[config.mk]
export PLATFORM = sky130hd
export DESIGN_NAME = sacrr_lookup
export DESIGN_NICKNAME = d
export VERILOG_FILES = /design/src/rtl/sacrr_pkg.sv /design/src/rtl/sacrr_lookup.sv
export SDC_FILE = /design/constraint.sdc
export NUM_CORES = 1
export LEC_CHECK = 0
export BUFFER_PORTS_ARGS = -buffer_cell sky130_fd_sc_hd__buf_2
export CORE_UTILIZATION = 37
export DETAILED_ROUTE_END_ITERATION = 7
export PLACE_DENSITY = 0.91
export SYNTH_ARGS = -nofsm -noshare
export SYNTH_HDL_FRONTEND = slang
export SYNTH_SLANG_ARGS = --single-unit
[constraint.sdc]
create_clock -name vclk -period 3.81
set_input_delay 0.1905 -clock vclk [all_inputs]
set_output_delay 0.1905 -clock vclk [all_outputs]
set_load 0.01 [all_outputs]
[src/rtl/sacrr_pkg.sv]
// ============================================================================
// sacrr_pkg
// Shared types, codes and the victim LFSR step for the set-associative cache.
// ============================================================================
`default_nettype none

package sacrr_pkg;

  localparam logic OP_READ  = 1'b0;
  localparam logic OP_WRITE = 1'b1;

  // Way indices are carried at the width of the largest way count (16).
  localparam int unsigned WAY_ID_W = 4;

  localparam logic [15:0] LFSR_SEED = 16'hACE1;

  typedef struct packed {
    logic                hit;
    logic [WAY_ID_W-1:0] found_way;
    logic [WAY_ID_W-1:0] target_way;
    logic                lfsr_step;
  } lookup_res_t;

  // Fibonacci x^16+x^14+x^13+x^11, shifting right, new bit in at the top.
  function automatic logic [15:0] lfsr_next(input logic [15:0] l);
    logic b;
    b = l[0] ^ l[2] ^ l[3] ^ l[5];
    return {b, l[15:1]};
  endfunction

endpackage

`default_nettype wire

[src/rtl/sacrr_lookup.sv]
// ============================================================================
// sacrr_lookup
// Tag compare across the ways of one set, and choice of the way to write.
// ============================================================================
`default_nettype none

module sacrr_lookup #(
  parameter int unsigned WAYS  = 4,
  parameter int unsigned TAG_W = 22
) (
  input  wire logic                        is_write,
  input  wire logic [TAG_W-1:0]            req_tag,
  input  wire logic [WAYS-1:0]             way_valid,
  input  wire logic [WAYS-1:0][TAG_W-1:0]  way_tag,
  input  wire logic [15:0]                 lfsr_q,
  output sacrr_pkg::lookup_res_t           res
);

  logic                           hit;
  logic [sacrr_pkg::WAY_ID_W-1:0] found;
  logic                           free_any;
  logic [sacrr_pkg::WAY_ID_W-1:0] free_way;
  logic [15:0]                    lfsr_adv;
  logic [sacrr_pkg::WAY_ID_W-1:0] victim;

  always_comb begin
    hit      = 1'b0;
    found    = '0;
    free_any = 1'b0;
    free_way = '0;
    for (int w = WAYS - 1; w >= 0; w--) begin
      if (way_valid[w] && way_tag[w] == req_tag) begin
        hit   = 1'b1;
        found = sacrr_pkg::WAY_ID_W'(w);
      end
      if (!way_valid[w]) begin
        free_any = 1'b1;
        free_way = sacrr_pkg::WAY_ID_W'(w);
      end
    end
  end

  // way count is a power of two: the modulo is a mask
  assign lfsr_adv = sacrr_pkg::lfsr_next(lfsr_q);
  assign victim   = sacrr_pkg::WAY_ID_W'(lfsr_adv & 16'(WAYS - 1));

  always_comb begin
    res.hit       = hit;
    res.found_way = found;
    res.lfsr_step = is_write && !hit && !free_any;
    priority if (hit) begin
      res.target_way = found;
    end else if (free_any) begin
      res.target_way = free_way;
    end else begin
      res.target_way = victim;
    end
  end

endmodule

`default_nettype wire

==> flow_metrics.env <==
export IMPL_rsz0062_at_grt="no"
export IMPL_drive_above_1_share_pct=48.7
export IMPL_gp_congestion=0.851
export IMPL_period_share_pct=52.3
export IMPL_most_common_layout_cells="123 x buf_2, 60 x xor2_1, 28 x xnor2_1, 13 x nor4_1, 12 x nand4_1"
export IMPL_synth_cell_types=23
export IMPL_ys_seq_area_share_pct=0
export IMPL_syn_area_sq_mm=0.00113
export IMPL_first_pass_iters=8
export IMPL_arrival_ns=1.80
export IMPL_holdCritStartpoint="is_write"
export IMPL_num_clock_buffers=0
export IMPL_ant_nets=0
export IMPL_core_sq_mm=0.00283
export IMPL_nets=398
export IMPL_place_hpwl_mm=3.62
export IMPL_ios=141
export IMPL_power_density_mw_per_mm2=102
export IMPL_wl_per_cell_microns=12.9
export IMPL_syn_area_per_cell_sq_um=7.85
export IMPL_violations="DRC"
export IMPL_route_detailed_drc=7
export IMPL_antenna_cells=0
export IMPL_dieArea_sq_mm=0.00328
export IMPL_p_leak_nw=0.910
export IMPL_min_path_type="input pin to output pin"
export IMPL_drt_iter0_markers=44
export IMPL_layout_commonest_cell="buf_2"
export IMPL_instances_no_fill=296
export IMPL_gr_usage_all_layers_pct=23.0
export IMPL_synthCells=144
export IMPL_crit_fanout=4
export IMPL_setup_violations=0
export IMPL_maxSlewViolCount=0
export IMPL_numPortBuffers=123
export IMPL_seq_cells=0
export IMPL_critPathRequiredTime_ns=3.62
export IMPL_grt_overflow_total=0
export IMPL_dp_cells=296
export IMPL_peakVddDrop_v=0.0000549
export IMPL_yosys_warnings=0
export IMPL_via_per_inst=4.92
export IMPL_dieWidth_microns=57.3
export IMPL_status="finished, violations left"
export IMPL_period_minus_slack_ns=1.99
export IMPL_regArea_sq_um=0
export IMPL_max_freq_mhz=502
export IMPL_cts_setup_buffers=0
export IMPL_syn2layout_area_growth_pct=55.6
export IMPL_min_path_cells=4
export IMPL_grt_max_degree=5
export IMPL_endpoint_kind="output pin"
export IMPL_grt_pass1_vias=1413
export IMPL_ctsResizeCount=0
export IMPL_grt_pass1_wl_mm=5.87
export IMPL_min_to="res[0]"
export IMPL_antenna_found_initial=0
export IMPL_setup_tns_ns=0
export IMPL_cap_viol_max_count=0
export IMPL_rows=19
export IMPL_cts_hold_fix_buffers=0
export IMPL_finalHoldViolations=0
export IMPL_start_util_pct=39.9
export IMPL_drt_total_wl_mm=3.82
export IMPL_critPathLaunchType="input pin"
export IMPL_power_mw=0.179
export IMPL_vias=1456
export IMPL_die_height_microns=57.3
export IMPL_critPathKind="input pin to output pin"
## where the power goes
part / switching [mW] / leakage, nW / internal (mW)
logic: 0.0834 / 0.910 / 0.0951
clock network: 0 / 0 / 0
registers: 0 / 0 / 0
total: 0.0834 / 0.910 / 0.0951
## metal layers
metal  part of all wire (%)  routed length, microns  track usage, %  vias to the layer above
li1                       -                       -               -                      731
met1                     36                    1390            24.2                      641
met2                     55                    2090            48.2                       78
met3                    7.9                     301            2.72                        6
met4                    1.3                      48            3.48                        0
met5                      0                       0               0                        -
## cell usage after synthesis
library cell / count / area share [%]
nor4_1: 13 / 7.2
nor3_1: 5 / 2.2
xor2_1: 60 / 47
or2_2: 1 / 0.55
nand4_1: 12 / 6.6
or3_4: 1 / 1.0
o21bai_1: 1 / 0.66
nor3_4: 1 / 1.4
nor2_1: 1 / 0.33
xnor2_1: 28 / 22
nand2_1: 3 / 1.0
a21boi_0: 1 / 0.66
or3_1: 1 / 0.55
nand3_1: 1 / 0.44
nand2b_1: 1 / 0.55
o21ai_0: 2 / 0.89
buf_4: 5 / 3.3
a21oi_2: 1 / 0.78
a21oi_1: 2 / 0.89
conb_1: 1 / 0.33
inv_1: 1 / 0.33
nand2b_2: 1 / 0.78
nor2b_4: 1 / 1.2
## cells by family after synthesis
group,after synthesis,synth area share (%)
xor gates and xnor gates,88,68.2
buffers and inverters,6,3.65
AOI/OAI and AO/OA,7,3.88
and+or+nand+nor,42,23.9
other,1,0.332
## critical path, stage by stage
cell      delay [ns]
buf_2           0.13
xor2_1          0.14
nor4_1          0.41
nand4_1         0.17
or3_1           0.40
nand2b_2        0.13
or2_2           0.11
buf_2           0.11
## final cells by class
class	instances	area (sq um)
fillers	267	1070
repair buffers	123	616
inverters	1	3.75
multi-input cells	141	1100
well taps	31	38.8
## stage by stage
step / utilization (%) / worst slack [ns] / area [sq um] / hold WS [ns]
6_report: 62.1 / 1.82 / 1760 / 0.723
3_3_place_gp: 62.1 / 1.80 / 1760 / 0.722
4_1_cts: 62.1 / 1.81 / 1760 / 0.722
5_1_grt: 62.1 / 1.64 / 1760 / 0.740
2_1_floorplan: - / 2.26 / 1140 / 0.487
3_5_place_dp: 62.1 / 1.82 / 1760 / 0.720
## worst max path at each step
stage	cells after the start	end	from	slack, ns
floorplan	7	res[9]	way_tag[42]	2.26
global placement	8	res[9]	req_tag[10]	1.80
detailed placement	8	res[9]	req_tag[10]	1.82
CTS	8	res[9]	req_tag[10]	1.81
global route	8	res[9]	req_tag[10]	1.64
finish	8	res[9]	req_tag[17]	1.82
No activity file was read; power rests on OpenSTA's default activity.
